$ cat config.mk
export PLATFORM = sky130hd
export DESIGN_NAME = tagged_response_capture_core
export DESIGN_NICKNAME = d
export VERILOG_FILES = /design/src/rtl/trc_pkg.sv /design/src/rtl/trc_framer.sv /design/src/rtl/tagged_response_capture_core.sv
export SDC_FILE = /design/constraint.sdc
export NUM_CORES = 1
export LEC_CHECK = 0
export BUFFER_PORTS_ARGS = -buffer_cell sky130_fd_sc_hd__clkbuf_2
export CAP_MARGIN = 15
export CORE_AREA = 3 3 75 77
export CTS_CLUSTER_DIAMETER = 80
export DETAILED_ROUTE_END_ITERATION = 12
export DIE_AREA = 0 0 78 80
export PLACE_DENSITY = 0.7
export SYNTH_ARGS = -nofsm -noshare
export SYNTH_HDL_FRONTEND = slang
export SYNTH_SLANG_ARGS = --single-unit
$ cat constraint.sdc
create_clock -name clk -period 4.1 [get_ports clk]
set_input_delay 0.41 -clock clk [delete_from_list [all_inputs] [get_ports clk]]
set_output_delay 0.41 -clock clk [all_outputs]
set_load 0.05 [all_outputs]
$ cat src/rtl/trc_pkg.sv
// Shared types, codes and match patterns for the tagged response capture block.
// Used by trc_framer and tagged_response_capture_core; depends on nothing.
package trc_pkg;

  localparam int BYTE_W = 8;
  localparam int IDX_W  = 10;
  localparam int POS_W  = 3;

  localparam logic KIND_BYTE = 1'b0;
  localparam logic KIND_ARM  = 1'b1;

  localparam logic [POS_W-1:0] HDR_LAST = 3'd4;
  localparam logic [POS_W-1:0] TRL_LAST = 3'd5;

  localparam logic [BYTE_W-1:0] CASE_BIT = 8'h20;

  typedef enum logic [1:0] {
    PH_IDLE    = 2'd0,
    PH_SEEK    = 2'd1,
    PH_CAPTURE = 2'd2
  } phase_t;

  typedef struct packed {
    logic              capture_valid;
    logic [IDX_W-1:0]  capture_index;
    logic [BYTE_W-1:0] capture_byte;
    logic              finished;
    phase_t            phase;
  } result_t;

  function automatic logic [BYTE_W-1:0] fold_case(input logic [BYTE_W-1:0] b);
    logic [BYTE_W-1:0] r;
    r = b;
    if (b >= 8'h41 && b <= 8'h5a) begin
      r = b | CASE_BIT;
    end
    return r;
  endfunction

  function automatic logic [BYTE_W-1:0] hdr_char(input logic [POS_W-1:0] pos);
    logic [BYTE_W-1:0] c;
    case (pos)
      3'd0:    c = 8'h2b;  // '+'
      3'd1:    c = 8'h69;  // 'i'
      3'd2:    c = 8'h70;  // 'p'
      3'd3:    c = 8'h64;  // 'd'
      3'd4:    c = 8'h2c;  // ','
      default: c = 8'h00;
    endcase
    return c;
  endfunction

  function automatic logic [BYTE_W-1:0] trl_char(input logic [POS_W-1:0] pos);
    logic [BYTE_W-1:0] c;
    case (pos)
      3'd0:    c = 8'h0d;
      3'd1:    c = 8'h0a;
      3'd2:    c = 8'h6f;  // 'o'
      3'd3:    c = 8'h6b;  // 'k'
      3'd4:    c = 8'h0d;
      3'd5:    c = 8'h0a;
      default: c = 8'h00;
    endcase
    return c;
  endfunction

endpackage

$ cat src/rtl/trc_framer.sv
// Framer state (phase, match position, capture count, finished flag) and the
// combinational next-state and result logic for one request. Uses trc_pkg.
module trc_framer #(
  parameter int CAPTURE_DEPTH = 1024
) (
  input  logic                       clk,
  input  logic                       rst,
  input  logic                       step,
  input  logic                       kind,
  input  logic [trc_pkg::BYTE_W-1:0] rx_byte,
  output trc_pkg::result_t           res
);

  localparam int CntW = $clog2(CAPTURE_DEPTH + 1);
  localparam logic [CntW-1:0] DepthC = CntW'(CAPTURE_DEPTH);

  trc_pkg::phase_t                phase, phase_next;
  logic [trc_pkg::POS_W-1:0]      match_pos, match_pos_next;
  logic [CntW-1:0]                count, count_next;
  logic                           done_flag, done_flag_next;
  logic [trc_pkg::BYTE_W-1:0]     ch;
  logic [CntW+trc_pkg::IDX_W-1:0] count_ext;

  assign ch        = trc_pkg::fold_case(rx_byte);
  assign count_ext = {{trc_pkg::IDX_W{1'b0}}, count};

  always_comb begin
    phase_next     = phase;
    match_pos_next = match_pos;
    count_next     = count;
    done_flag_next = done_flag;
    res            = '0;
    if (kind == trc_pkg::KIND_ARM) begin
      phase_next     = trc_pkg::PH_SEEK;
      match_pos_next = '0;
      count_next     = '0;
      done_flag_next = 1'b0;
    end else begin
      res.capture_byte = ch;
      case (phase)
        trc_pkg::PH_SEEK: begin
          if (ch == trc_pkg::hdr_char(match_pos)) begin
            if (match_pos == trc_pkg::HDR_LAST) begin
              phase_next     = trc_pkg::PH_CAPTURE;
              match_pos_next = '0;
            end else begin
              match_pos_next = match_pos + 3'd1;
            end
          end else begin
            match_pos_next = '0;
          end
        end
        trc_pkg::PH_CAPTURE: begin
          if (count < DepthC) begin
            res.capture_valid = 1'b1;
            res.capture_index = count_ext[trc_pkg::IDX_W-1:0];
            count_next        = count + CntW'(1);
          end
          if (ch == trc_pkg::trl_char(match_pos)) begin
            if (match_pos == trc_pkg::TRL_LAST) begin
              phase_next     = trc_pkg::PH_IDLE;
              match_pos_next = '0;
              done_flag_next = 1'b1;
            end else begin
              match_pos_next = match_pos + 3'd1;
            end
          end else begin
            match_pos_next = '0;
          end
        end
        default: begin
        end
      endcase
    end
    res.finished = done_flag_next;
    res.phase    = phase_next;
  end

  always_ff @(posedge clk) begin
    if (rst) begin
      phase     <= trc_pkg::PH_IDLE;
      match_pos <= '0;
      count     <= '0;
      done_flag <= 1'b0;
    end else if (step) begin
      phase     <= phase_next;
      match_pos <= match_pos_next;
      count     <= count_next;
      done_flag <= done_flag_next;
    end
  end

`ifndef NO_ASSERTIONS
  a_capture_only_in_capture: assert property (@(posedge clk) disable iff (rst)
    res.capture_valid |-> phase == trc_pkg::PH_CAPTURE)
    else $error("capture outside capture phase");

  a_count_bounded: assert property (@(posedge clk) disable iff (rst)
    count <= DepthC)
    else $error("capture count past depth");

  a_finish_goes_idle: assert property (@(posedge clk) disable iff (rst)
    step && !done_flag && done_flag_next |=> phase == trc_pkg::PH_IDLE && done_flag)
    else $error("trailer match did not idle the framer");

  a_seek_pos_range: assert property (@(posedge clk) disable iff (rst)
    phase == trc_pkg::PH_SEEK |-> match_pos <= trc_pkg::HDR_LAST)
    else $error("header match position out of range");

  a_hold_without_step: assert property (@(posedge clk) disable iff (rst)
    !step |=> $stable(phase) && $stable(count) && $stable(match_pos))
    else $error("framer state moved without a request");
`endif

endmodule

$ cat src/rtl/tagged_response_capture_core.sv
// Receive-side framer: input register, framer logic and result register.
// Takes one request per cycle while out_stall does not hold the result
// register; state advances as a request moves from the input register into the
// result register, so throughput is set only by out_stall. Depends on trc_pkg
// and trc_framer.
module tagged_response_capture_core #(
  parameter int CAPTURE_DEPTH = 1024
) (
  input  logic                        clk,
  input  logic                        rst,
  input  logic                        in_valid,
  output logic                        in_stall,
  input  logic                        kind,
  input  logic [trc_pkg::BYTE_W-1:0]  rx_byte,
  output logic                        out_valid,
  input  logic                        out_stall,
  output logic                        capture_valid,
  output logic [trc_pkg::IDX_W-1:0]   capture_index,
  output logic [trc_pkg::BYTE_W-1:0]  capture_byte,
  output logic                        finished,
  output logic [1:0]                  phase_now
);

  logic                       s1_valid;
  logic                       s1_kind;
  logic [trc_pkg::BYTE_W-1:0] s1_byte;
  logic                       out_ready;
  logic                       step;
  trc_pkg::result_t           res;
  trc_pkg::result_t           out_res;

  assign out_ready = !out_valid || !out_stall;
  assign step      = s1_valid && out_ready;
  assign in_stall  = s1_valid && !out_ready;

  trc_framer #(
    .CAPTURE_DEPTH(CAPTURE_DEPTH)
  ) u_framer (
    .clk    (clk),
    .rst    (rst),
    .step   (step),
    .kind   (s1_kind),
    .rx_byte(s1_byte),
    .res    (res)
  );

  always_ff @(posedge clk) begin
    if (rst) begin
      s1_valid  <= 1'b0;
      out_valid <= 1'b0;
    end else begin
      if (!in_stall) begin
        s1_valid <= in_valid;
      end
      if (out_ready) begin
        out_valid <= step;
      end
    end
    if (in_valid && !in_stall) begin
      s1_kind <= kind;
      s1_byte <= rx_byte;
    end
    if (step) begin
      out_res <= res;
    end
  end

  assign capture_valid = out_res.capture_valid;
  assign capture_index = out_res.capture_index;
  assign capture_byte  = out_res.capture_byte;
  assign finished      = out_res.finished;
  assign phase_now     = out_res.phase;

endmodule
# Word-level counts from Yosys, hierarchy flattened

Cells that the tools add are included.

Flip-flop bits (word level): 50
Latch bits: 0
Bits in writable memories: 0
Memory bits (read-only): 0
Input port bits: 13
Output and inout port bits: 24
Word-level logic and storage cells: 75
Memories kept: 0

Add/sub/neg operators: 2
Multiply operators: 0
Div/mod/pow operators: 0
Order comparisons: 3
Equal/unequal tests: 9
Shifts and indexed selects: 0
Muxes and demuxes: 27
Bitwise logic cells: 2
Reductions and logical operators: 19

Operator list:

| cell                                                                                 | number |
|---|---|
| 11-bit 2-to-1 mux                                                                    | 4 |
| 7-bit one-hot mux with 5 select lines                                                | 1 |
| 8-bit 2-to-1 mux                                                                     | 4 |
| 7-bit one-hot mux with 4 select lines                                                | 1 |
| 8-bit == test                                                                        | 2 |
| 3-bit 2-to-1 mux                                                                     | 5 |
| 11-bit by 1-bit adder with 11-bit output (second input constant)                     | 1 |
| 11-bit less-than comparator (second input constant)                                  | 1 |
| 2-bit 2-to-1 mux                                                                     | 5 |
| 8-bit by 7-bit greater-or-equal comparator with 1-bit output (second input constant) | 1 |
| 8-bit by 7-bit <= comparator with 1-bit output (second input constant)               | 1 |
| 3-bit by 2-bit == test with 1-bit output (second input constant)                     | 2 |
| 3-bit == test (second input constant)                                                | 2 |
| 6-bit 2-to-1 mux                                                                     | 1 |
| 3-bit one-hot mux with 2 select lines                                                | 1 |
| 2-bit OR reduction                                                                   | 3 |
| 1-bit logical AND                                                                    | 4 |
| 1-bit zero test                                                                      | 4 |
| 1-bit 2-to-1 mux                                                                     | 4 |
| 2-bit one-hot mux with 2 select lines                                                | 1 |
| 2-bit nonzero test                                                                   | 2 |
| 3-bit by 1-bit adder with 3-bit output (second input constant)                       | 1 |
| 3-bit by 1-bit == test with 1-bit output (second input constant)                     | 1 |
| 3-bit zero test                                                                      | 1 |
| other kinds (8)                                                                      | 9 |

# Depth between registers and ports, before layout

Gate-level depths: netlist of run 1.

Depth after elaboration: 9
Gate-level depth with buffers: 10
Mapped depth without buffers: 8

# Hierarchy

From an unflattened synthesis of run 1, not the netlist that was laid out.

Cells, all modules: 226
Area total of the unflattened synthesis: 2438.6 µm²

Modules (own cells, without submodules):

| module                       | times used | cells each | area each (µm²) | seq. area each (µm²) |
|---|---|---|---|---|
| trc_framer                   | 1          | 185        | 1421.4          | 340.3 |
| tagged_response_capture_core | 1          | 41         | 1017.2          | 970.9 |

# Worst setup path after synthesis of run 1

No wires, ideal clock.

Kind: reg2reg
From: register u_framer.match_pos[0] (netlist name)
To: register u_framer.match_pos[0] (netlist name)
Library setup time: 74 ps
Data arrival time: 2284 ps
Required time: 4026 ps
Slack: 1742 ps
Cell stages (with the launch flop): 9
Path buffers: 1
Period minus slack after synthesis: 2358 ps
Path through: dfxtp_1 ha_1 ha_1 buf_6 or4_4 a22oi_4 nand3_4 or4_1 a31oi_1

Longest elaborated chain between the ends: 9
Elaborated cells on any way between the ends: 23
Classes of those cells: add/sub (1); eq/ne (7); mux (12); reduce/logical (3)

RTL lines:

| what                                                             | line                         | RTL |
|---|---|---|
| from (decl)                                                      | trc_framer.sv:18             | `logic [trc_pkg::POS_W-1:0] match_pos, match_pos_next;` |
| from (signal assigned)                                           | trc_framer.sv:87             | `match_pos <= match_pos_next;` |
| 3-bit by 1-bit == test with 1-bit output (tied with other cells) | trc_pkg.sv:42, trc_pkg.sv:55 |  |
| 2-bit OR reduction (no line)                                     | n/a                          |  |
| 7-bit one-hot mux with 4 select lines                            | trc_pkg.sv:55                | `case (pos)` |
| 8-bit 2-to-1 mux                                                 | trc_framer.sv:40             | `case (phase)` |
| 8-bit 2-to-1 mux                                                 | trc_framer.sv:33             | `if (kind == trc_pkg::KIND_ARM) begin` |
| 8-bit == test                                                    | trc_framer.sv:59             | `if (ch == trc_pkg::trl_char(match_pos)) begin` |
| 3-bit 2-to-1 mux                                                 | trc_framer.sv:59             |  |
| 3-bit one-hot mux with 2 select lines (*)                        | trc_framer.sv:40             |  |
| 3-bit 2-to-1 mux (*)                                             | trc_framer.sv:33             |  |

Mark *: on every way between the ends. The rest lies on a longest branch, timed or not. The select of a mux whose other input is x is not followed.
A chain may end at the register's enable or synchronous reset.

# Worst setup path in the final report of run 1

From: register u_framer.match_pos[2] (netlist name)
To: register u_framer.match_pos[1] (netlist name)

Same word-level chain as after synthesis.

==> results_dict.tcl, run 1 <==
set metrics [dict create \
    wl_um 4555 \
    r2r_cells 8 \
    design.core.area_um2 5075 \
    post_cts_resized 0 \
    dr.pass1.iters 5 \
    die_area_um2 6240 \
    cts_root_buffer "clkbuf_8" \
    drtAntennaViolNets 0 \
    finalClockSkew_ns 0.009563 \
    avgSynthCellArea_um2 10.66 \
    grt_first_pass_wirelength_um 8024 \
    setup_tns_ns 0 \
    first_iter_violations 110 \
    port_buffers 36 \
    cts_tree "built" \
    status "complete, no violations" \
    critical_path_class "reg -> reg" \
    period_share_pct 64.84 \
    cp_max_fo 10 \
    hp-class "in -> reg" \
    drive_above_1_share_pct 19.93 \
    crit_required_ns 4.32 \
    synthArstFlopShare_pct 0 \
    synthTopCellsByCount "31 x edfxtp_1, 19 x dfxtp_1, 18 x nor2_1" \
    io_pins 37 \
    crit_slowest_cell "dfxtp_1" \
    critPathArrivalTime_ns 2.88 \
    holdPathStages 1 \
    hpwl_um 3320 \
    startpoint_type "flip-flop" \
    synth_area_um2 2515 \
    grt_setup_unrepaired "no" \
    cts_hold_buf 0 \
    cts_max_path_buffers 2 \
    fillers 455 \
    fmax_ghz 0.3762 \
    grt_max_degree 28 \
    postCtsSetupBuffers 0 \
    peakVddDrop_v 0.0002491 \
    yosysSeqAreaShare_pct 52.14 \
    antenna_found_initial 0 \
    vias 1839 \
    drt-wirelength-per-cell_um 13.36 \
    cts.sinks 50 \
    antennaDiodeCount 0 \
    start_util_pct 49.56 \
    die_w_um 78 \
    grt_pass1_vias 1744 \
    synth-seq-cells 50 \
    synthCells 236 \
    finalSetupViolations 0 \
    grtUsageTotal_pct 16.32 \
    htree_levels 2 \
    synth_most_common_cell "edfxtp_1" \
    path_cells "inv_1, ha_1, nor2b_1, a2111oi_0, o21ai_0, nor3_1, nand4_1, a221oi_1" \
    slew_violations 0 \
    synthTopCellsByArea "edfxtp_1 37%, dfxtp_1 15%, ha_1 5.0%" \
    cts_buffers 5 \
    grt_overflow_total 0 \
    min_period_ns 2.658 \
    viasPerCell 5.393 \
    cap_violations 0 \
    ys_warn_count 0 \
    cp-end-kind "flip-flop" \
    synthToLayoutAreaGrowth_pct 12.64 \
    slowest_delay_ns 0.54 \
    synthDistinctLibCells 51 \
    hold_viol_final 0 \
    finalNetCount 293 \
    netlist.area_leader.share_pct 37.01 \
    die_h_um 80 \
    insertion_delay_ns 0.32 \
    power_leakage_nw 1.000 \
    tightestPinTransition_ns 0.7417 \
    globalplace.congestion 0.8798 \
    power_mw 0.9862 \
    seqCellArea_um2 1311 \
    rows 26 \
    synth_area_leader_cell "edfxtp_1" \
    powerDensity_nw_per_um2 348.2 \
    clk_pin_slew_ns 0.10 \
    synth_edf_count 31 \
    syn-num-nets 259 \
    relSlewSlack_pct 50.45 \
    multiInputGateArea_um2 1114 \
    synth_flop_cell "edfxtp_1" \
    drc 0 \
]
==> path summary, 6_finish.rpt <==
path	end	slack, ns	start
setup / recovery	u_framer.match_pos[1]	1.44	u_framer.match_pos[2]
hold reg to reg	u_framer.done_flag	0.46	u_framer.done_flag
setup reg to reg	u_framer.match_pos[1]	1.44	u_framer.match_pos[2]
hold / removal	s1_kind	0.26	kind
==> worst max-delay path, delay by kind of cell, from the launching register on <==
| family | cells | cell delay (ns) |
|---|---|---|
| AOI/OAI and AO/OA | 3 | 0.82 |
| adders and majority gates | 1 | 0.31 |
| buffers and inverters | 1 | 0.16 |
| DFF | 1 | 0.54 |
| and+or+nand+nor | 3 | 0.75 |
==> cells in the final DEF (no fill, tap or decap), types with 9 or more instances in the layout <==
master,instances
clkbuf_2,36
edfxtp_1,31
dfxtp_1,19
nor2_1,18
a21oi_1,15
nor2b_1,15
nand2_1,13
o21ai_0,10
and2_1,10
ha_1,10
inv_1,9
==> per-layer routing <==
layer | track usage [%] | share of wire (%) | vias up
met1 | 22.96 | 50 | 840
met3 | 4.289 | 6.6 | 6
met2 | 23.89 | 42 | 58
met5 | 0 | 0 | -
li1 | - | - | 935
met4 | 6.469 | 1.6 | 0
==> kinds of logic (layout without fill, tap and decap cells) <==
| kind of cell | count (synthesis) | after routing | share of synthesized area (%) |
|---|---|---|---|
| AO/OA/AOI/OAI | 51 | 51 | 14.13 |
| adder cells (fa/ha/maj) | 10 | 10 | 4.975 |
| AND/OR/NAND/NOR | 99 | 99 | 23.04 |
| flip-flops | 50 | 50 | 52.14 |
| multiplexers | 1 | 1 | 0.3980 |
| buffers and inverters | 20 | 55 | 3.582 |
| XOR/XNOR | 5 | 5 | 1.741 |
==> power by group <==
| part | internal, mW | switching (mW) | total, mW |
|---|---|---|---|
| clock | 0.126 | 0.178 | 0.303 |
| combinational | 0.0338 | 0.0801 | 0.114 |
| sequential | 0.553 | 0.0161 | 0.569 |
| total | 0.712 | 0.274 | 0.986 |
==> sequential cells by signal, indices dropped and copies added (netlist names) <==
register,flops
s1_valid,1
capture_index,10
finished,1
u_framer.count,11
capture_byte,8
out_valid,1
s1_kind,1
capture_valid,1
s1_byte,8
u_framer.phase,2
u_framer.done_flag,1
phase_now,2
u_framer.match_pos,3
==> stage by stage <==
stage	setup slack, ns	util (%)	hold slack (ns)	area (µm²)	instances
5_1_grt	1.203	55.82	0.2468	2833	341
2_1_floorplan	1.742	-	0.4319	2515	236
3_5_place_dp	1.544	53.94	0.4493	2738	333
6_report	1.442	55.82	0.2646	2833	341
4_1_cts	1.521	55.82	0.2604	2833	341
3_3_place_gp	1.566	53.94	0.4425	2738	333
==> final cells by class <==
type | instances | share of cell area [%]
clock buffers | 5 | 2.429
clock inverters | 3 | 0.9276
inverters | 10 | 1.325
multi-input cells | 166 | 39.31
flip-flops and latches | 50 | 46.29
well taps | 70 | 3.092
repair buffers | 37 | 6.625
(Power assumes the default switching activity.)
==> run 2: changes to the inputs <==
--- a/config.mk
+++ b/config.mk
@@ -5,13 +5,14 @@
 export SDC_FILE = /design/constraint.sdc
 export NUM_CORES = 1
 export LEC_CHECK = 0
+export ABC_AREA = 1
 export BUFFER_PORTS_ARGS = -buffer_cell sky130_fd_sc_hd__clkbuf_2
 export CAP_MARGIN = 15
-export CORE_AREA = 3 3 75 77
+export CORE_AREA = 3 3 76 78
 export CTS_CLUSTER_DIAMETER = 80
 export DETAILED_ROUTE_END_ITERATION = 12
-export DIE_AREA = 0 0 78 80
-export PLACE_DENSITY = 0.7
+export DIE_AREA = 0 0 79 81
+export PLACE_DENSITY = 0.69
 export SYNTH_ARGS = -nofsm -noshare
 export SYNTH_HDL_FRONTEND = slang
 export SYNTH_SLANG_ARGS = --single-unit
==> constraint.sdc (replaced) <==
create_clock -name clk -period 2.5 [get_ports clk]
set_input_delay 0.25 -clock clk [delete_from_list [all_inputs] [get_ports clk]]
set_output_delay 0.25 -clock clk [all_outputs]
set_load 0.05 [all_outputs]
==> results_dict.tcl, run 2 <==
set metrics [dict create \
    crit_slowest_cell "dfxtp_1" \
    antennaDiodeCount 0 \
    min_period_ns 2.301 \
    design.core.area_um2 5140 \
    syn-num-nets 320 \
    synthDistinctLibCells 29 \
    hpwl_um 3757 \
    layout_commonest_cell "nand2_1" \
    cp_max_fo 6 \
    drive_above_1_share_pct 19.17 \
    cts_buffers 5 \
    cts_root_buffer "clkbuf_8" \
    fmax_ghz 0.4346 \
    finish.utilization_pct 56.30 \
    top_register "u_framer.count" \
    mostFrequentLayoutCells "58 x nand2_1, 48 x inv_1, 38 x nor2_1" \
    synthCells 297 \
    io_pins 37 \
    powerDensity_nw_per_um2 593.3 \
    antenna_found_initial 0 \
    grt_setup_unrepaired "no" \
    startpoint_type "flip-flop" \
    drtAntennaViolNets 0 \
    crit_required_ns 2.58 \
    grt_first_pass_wirelength_um 8335 \
    multiInputGateArea_um2 1017 \
    crit_top_cell "nand2_1" \
    netlist.area_leader.share_pct 36.78 \
    synth_area_leader_cell "edfxtp_1" \
    finalSetupViolations 0 \
    critical_path_class "reg -> reg" \
    insertion_delay_ns 0.31 \
    globalplace.congestion 0.9615 \
    grtUsageTotal_pct 16.59 \
    start_util_pct 49.25 \
    clk_pin_slew_ns 0.10 \
    synth_edf_count 31 \
    synth_area_um2 2531 \
    htree_levels 2 \
    cts_tree "built" \
    grt_max_degree 29 \
    grt_overflow_total 0 \
    dr.pass1.iters 4 \
    finalClockSkew_ns 0.008598 \
    port_buffers 36 \
    cap_violations 0 \
    path_cells "inv_1, ha_1, nand2_1, nand2_1, nand2_1, nand2_1, nor2_1, nand2_1, nor2_2, nand3_1, o21ai_1, nand3_1, nand2_1, nand2_1" \
    synthToLayoutAreaGrowth_pct 14.34 \
    synth_most_common_cell "nand2_1" \
    largest_reg_flops 11 \
    first_iter_violations 129 \
    synthArstFlopShare_pct 0 \
    avgSynthCellArea_um2 8.522 \
    critPathArrivalTime_ns 2.38 \
    place_inst 401 \
    wl_um 4939 \
    die_area_um2 6399 \
    yosysSeqAreaShare_pct 51.80 \
    setup_tns_ns 0 \
    seqCellArea_um2 1313 \
    relSlewSlack_pct 65.83 \
    period_share_pct 92.05 \
    die_h_um 81 \
    cts_hold_buf 0 \
    ys_warn_count 0 \
    vias 2009 \
    fillers 483 \
    viasPerCell 4.912 \
    hp-class "in -> reg" \
    finalNetCount 361 \
    peakVddDrop_v 0.0002555 \
    synthTopCellsByCount "58 x nand2_1, 48 x inv_1, 38 x nor2_1" \
    tightestPinTransition_ns 0.5125 \
    drt-wirelength-per-cell_um 12.08 \
    drc 0 \
    synth-seq-cells 50 \
    hold_viol_final 0 \
    power_leakage_nw 1.284 \
    status "complete, no violations" \
    grt_pass1_vias 1843 \
    final_cells 409 \
    synthTopCellsByArea "edfxtp_1 37%, dfxtp_1 15%, nand2_1 8.6%" \
    slowest_delay_ns 0.45 \
    cp-end-kind "flip-flop" \
    slew_violations 0 \
    rows 26 \
    synth_flop_cell "edfxtp_1" \
    die_w_um 79 \
    cts.sinks 50 \
    cts_max_path_buffers 2 \
]
## run 2: cell types whose count changed after synthesis, moves of 10 or more
cell     previous run  this run
inv_1               9        48
nand2_1            13        58
nand3_1             4        29
nor2b_1            15         0
nor2_1             18        38
and2_1             10         0
## run 2: final cells by class
type / count / area share (%)
clock buffer: 5 / 2.378
clock inverter: 3 / 0.9944
inverter: 51 / 6.615
multi-input combinational: 193 / 35.15
sequential: 50 / 45.35
tap: 70 / 3.026
timing repair buffer: 37 / 6.485
## run 2: where the power goes
group | internal (mW) | total, mW | switching [mW]
clock network | 0.210 | 0.501 | 0.291
logic | 0.0784 | 0.278 | 0.199
registers | 0.913 | 0.938 | 0.0256
total | 1.20 | 1.72 | 0.516
## run 2: final timing paths
check                                            from                end  slack [ns]  depth (start not counted)
worst max-delay path            u_framer.match_pos[1]       phase_now[0]        0.20                         14
worst min-delay path                       rx_byte[7]         s1_byte[7]        0.11                          1
worst max register to register  u_framer.match_pos[1]       phase_now[0]        0.20                         14
worst min register to register      u_framer.count[3]  u_framer.count[4]        0.48                          2
## run 2: critical path: cells and delay by family (launching register included)
kind | cells | cell delay (ns)
compound gates | 1 | 0.17
fa+ha+maj | 1 | 0.29
buf+inv | 1 | 0.15
simple gates | 11 | 1.00
flops | 1 | 0.45
## run 2: per-stage QoR
step / total power, mW / setup slack [ns] / cell area [µm²] / hold WS [ns]
after detailed placement: 1.232 / 0.2785 / 2795 / 0.4286
after floorplan: 1.166 / 0.3006 / 2531 / 0.3489
final: 1.717 / 0.1989 / 2894 / 0.1116
after global placement: 1.233 / 0.3468 / 2795 / 0.4272
after global routing: 1.809 / 0.01428 / 2894 / 0.09206
after CTS: 1.738 / 0.2720 / 2893 / 0.1024
## run 2: kinds of logic after synthesis
family | share of synthesized area [%]
buffers and inverters | 8.008
adder cells (fa/ha/maj) | 4.943
AND/OR/NAND/NOR | 26.84
flip-flops | 51.80
AO/OA/AOI/OAI | 8.404
## run 2: layer usage
metal	global-route usage (%)	wire length (µm)
met2	26.35	2227
met4	5.326	61
met3	3.437	296
met5	0	0
met1	22.83	2354
## run 2: what timing repair did
item,in CTS,in global routing
setup buffers,0,0
endpoints found under the setup margin,0,1
resized for setup,0,1
==> run 3: changes to the inputs <==
==> constraint.sdc (replaced) <==
create_clock -name clk -period 2.5 [get_ports clk]
set_input_delay 0.25 -clock clk [delete_from_list [all_inputs] [get_ports clk]]
set_output_delay 0.25 -clock clk [all_outputs]
set_load 0.1 [all_outputs]
==> results_dict.tcl, run 3 (synthesized netlist as in run 2, its figures left out) <==
set metrics [dict create \
    status "complete, no violations" \
    cts.sinks 50 \
    top_register "u_framer.count" \
    path_cells "inv_1, ha_1, nand2_1, nand2_1, nand2_1, nand2_1, nor2_1, nand2_1, nor2_2, nand3_1, o21ai_1, nand3_1, nand2_1, nand2_1" \
    cts_tree "built" \
    crit_top_cell "nand2_1" \
    power_leakage_nw 1.282 \
    grt_overflow_total 0 \
    drc 0 \
    die_area_um2 6399 \
    largest_reg_flops 11 \
    relSlewSlack_pct 63.95 \
    vias 1998 \
    viasPerCell 4.885 \
    fmax_ghz 0.4487 \
    grt_setup_unrepaired "no" \
    crit_slowest_cell "dfxtp_1" \
    drtAntennaViolNets 0 \
    antennaDiodeCount 0 \
    insertion_delay_ns 0.31 \
    cts_max_path_buffers 2 \
    drt-wirelength-per-cell_um 11.79 \
    post_cts_resized 0 \
    hp-class "in -> reg" \
    finalClockSkew_ns 0.01153 \
    first_iter_violations 133 \
    wl_um 4822 \
    cp-end-kind "flip-flop" \
    critPathArrivalTime_ns 2.29 \
    htree_levels 2 \
    globalplace.congestion 0.9267 \
    slowest_delay_ns 0.44 \
    finalNetCount 361 \
    cts_buffers 5 \
    grt_first_pass_wirelength_um 8342 \
    cap_violations 0 \
    grt_pass1_vias 1845 \
    period_share_pct 89.15 \
    finalSetupViolations 0 \
    placed_cell_area_um2 2803 \
    peakVddDrop_v 0.0002364 \
    cts_root_buffer "clkbuf_8" \
    crit_required_ns 2.56 \
    critical_path_class "reg -> reg" \
    hold_viol_final 0 \
    powerDensity_nw_per_um2 612.2 \
    synthToLayoutAreaGrowth_pct 14.48 \
    layout_commonest_cell "nand2_1" \
    cts_hold_buf 0 \
    mostFrequentLayoutCells "58 x nand2_1, 48 x inv_1, 37 x nor2_1" \
    min_period_ns 2.229 \
    grt_max_degree 29 \
    start_util_pct 49.25 \
    grtUsageTotal_pct 16.61 \
    rows 26 \
    tightestPinTransition_ns 0.5407 \
    port_buffers 36 \
    hpwl_um 3666 \
    antenna_found_initial 0 \
    die_w_um 79 \
    die_h_um 81 \
    postCtsSetupBuffers 0 \
    startpoint_type "flip-flop" \
    finalInstanceArea_um2 2898 \
    design.core.area_um2 5140 \
    dr.pass1.iters 5 \
    cp_max_fo 6 \
    drive_above_1_share_pct 19.17 \
    setup_tns_ns 0 \
    io_pins 37 \
    slew_violations 0 \
    clk_pin_slew_ns 0.09 \
]
==> run 3: cell count changes in the layout (fill, tap and decap cells not counted) <==
cell	previous run	this run
dfxtp_1	18	19
nor2_1	38	37
dfxtp_2	1	0
inv_6	1	2
inv_8	1	0
nor2_4	3	4
==> run 3: critical path, delay by kind of cell (launching register included) <==
kind | cells | cell delay, ns
compound gates | 1 | 0.15
fa+ha+maj | 1 | 0.29
buf+inv | 1 | 0.15
flops | 1 | 0.44
simple gates | 11 | 0.96
==> run 3: worst paths after layout <==
kind / slack [ns] / end / from / depth (start not counted)
max reg2reg: 0.27 / phase_now[0] / u_framer.match_pos[1] / 14
max: 0.27 / phase_now[0] / u_framer.match_pos[1] / 14
min: 0.11 / s1_byte[0] / rx_byte[0] / 1
min reg2reg: 0.48 / u_framer.count[10] / u_framer.count[10] / 2
==> run 3: cell type report <==
type,count,area [µm²]
fill,487,2242
clock inverter,3,26.28
multi-input combinational,193,1025
clock buffer,5,68.82
sequential,50,1311
inverter,51,191.4
tap,70,87.58
timing repair buffer,37,187.7
==> run 3: per-layer routing <==
layer  vias up  share of wire, %  track usage (%)
met2        53                43            24.92
met5         -                 0                0
met1       886                49            22.67
met4         0               2.7            8.247
met3        11               4.7            3.769
li1       1048                 -                -
==> run 3: where the power goes <==
part           switching [mW]  internal [mW]  total (mW)
Combinational           0.261         0.0785       0.340
Clock                   0.290          0.206       0.496
Sequential             0.0258          0.913       0.938
==> run 3: metrics by stage <==
stage / power, mW / hold slack [ns] / util [%] / setup WS, ns / std cells
2_1_floorplan: 1.229 / 0.3489 / - / 0.002733 / 297
3_3_place_gp: 1.295 / 0.4267 / 54.53 / 0.2637 / 401
3_5_place_dp: 1.297 / 0.4286 / 54.53 / 0.2881 / 401
4_1_cts: 1.796 / 0.1027 / 56.38 / 0.2700 / 409
5_1_grt: 1.864 / 0.09917 / 56.38 / 0.002266 / 409
6_report: 1.774 / 0.1106 / 56.38 / 0.2712 / 409
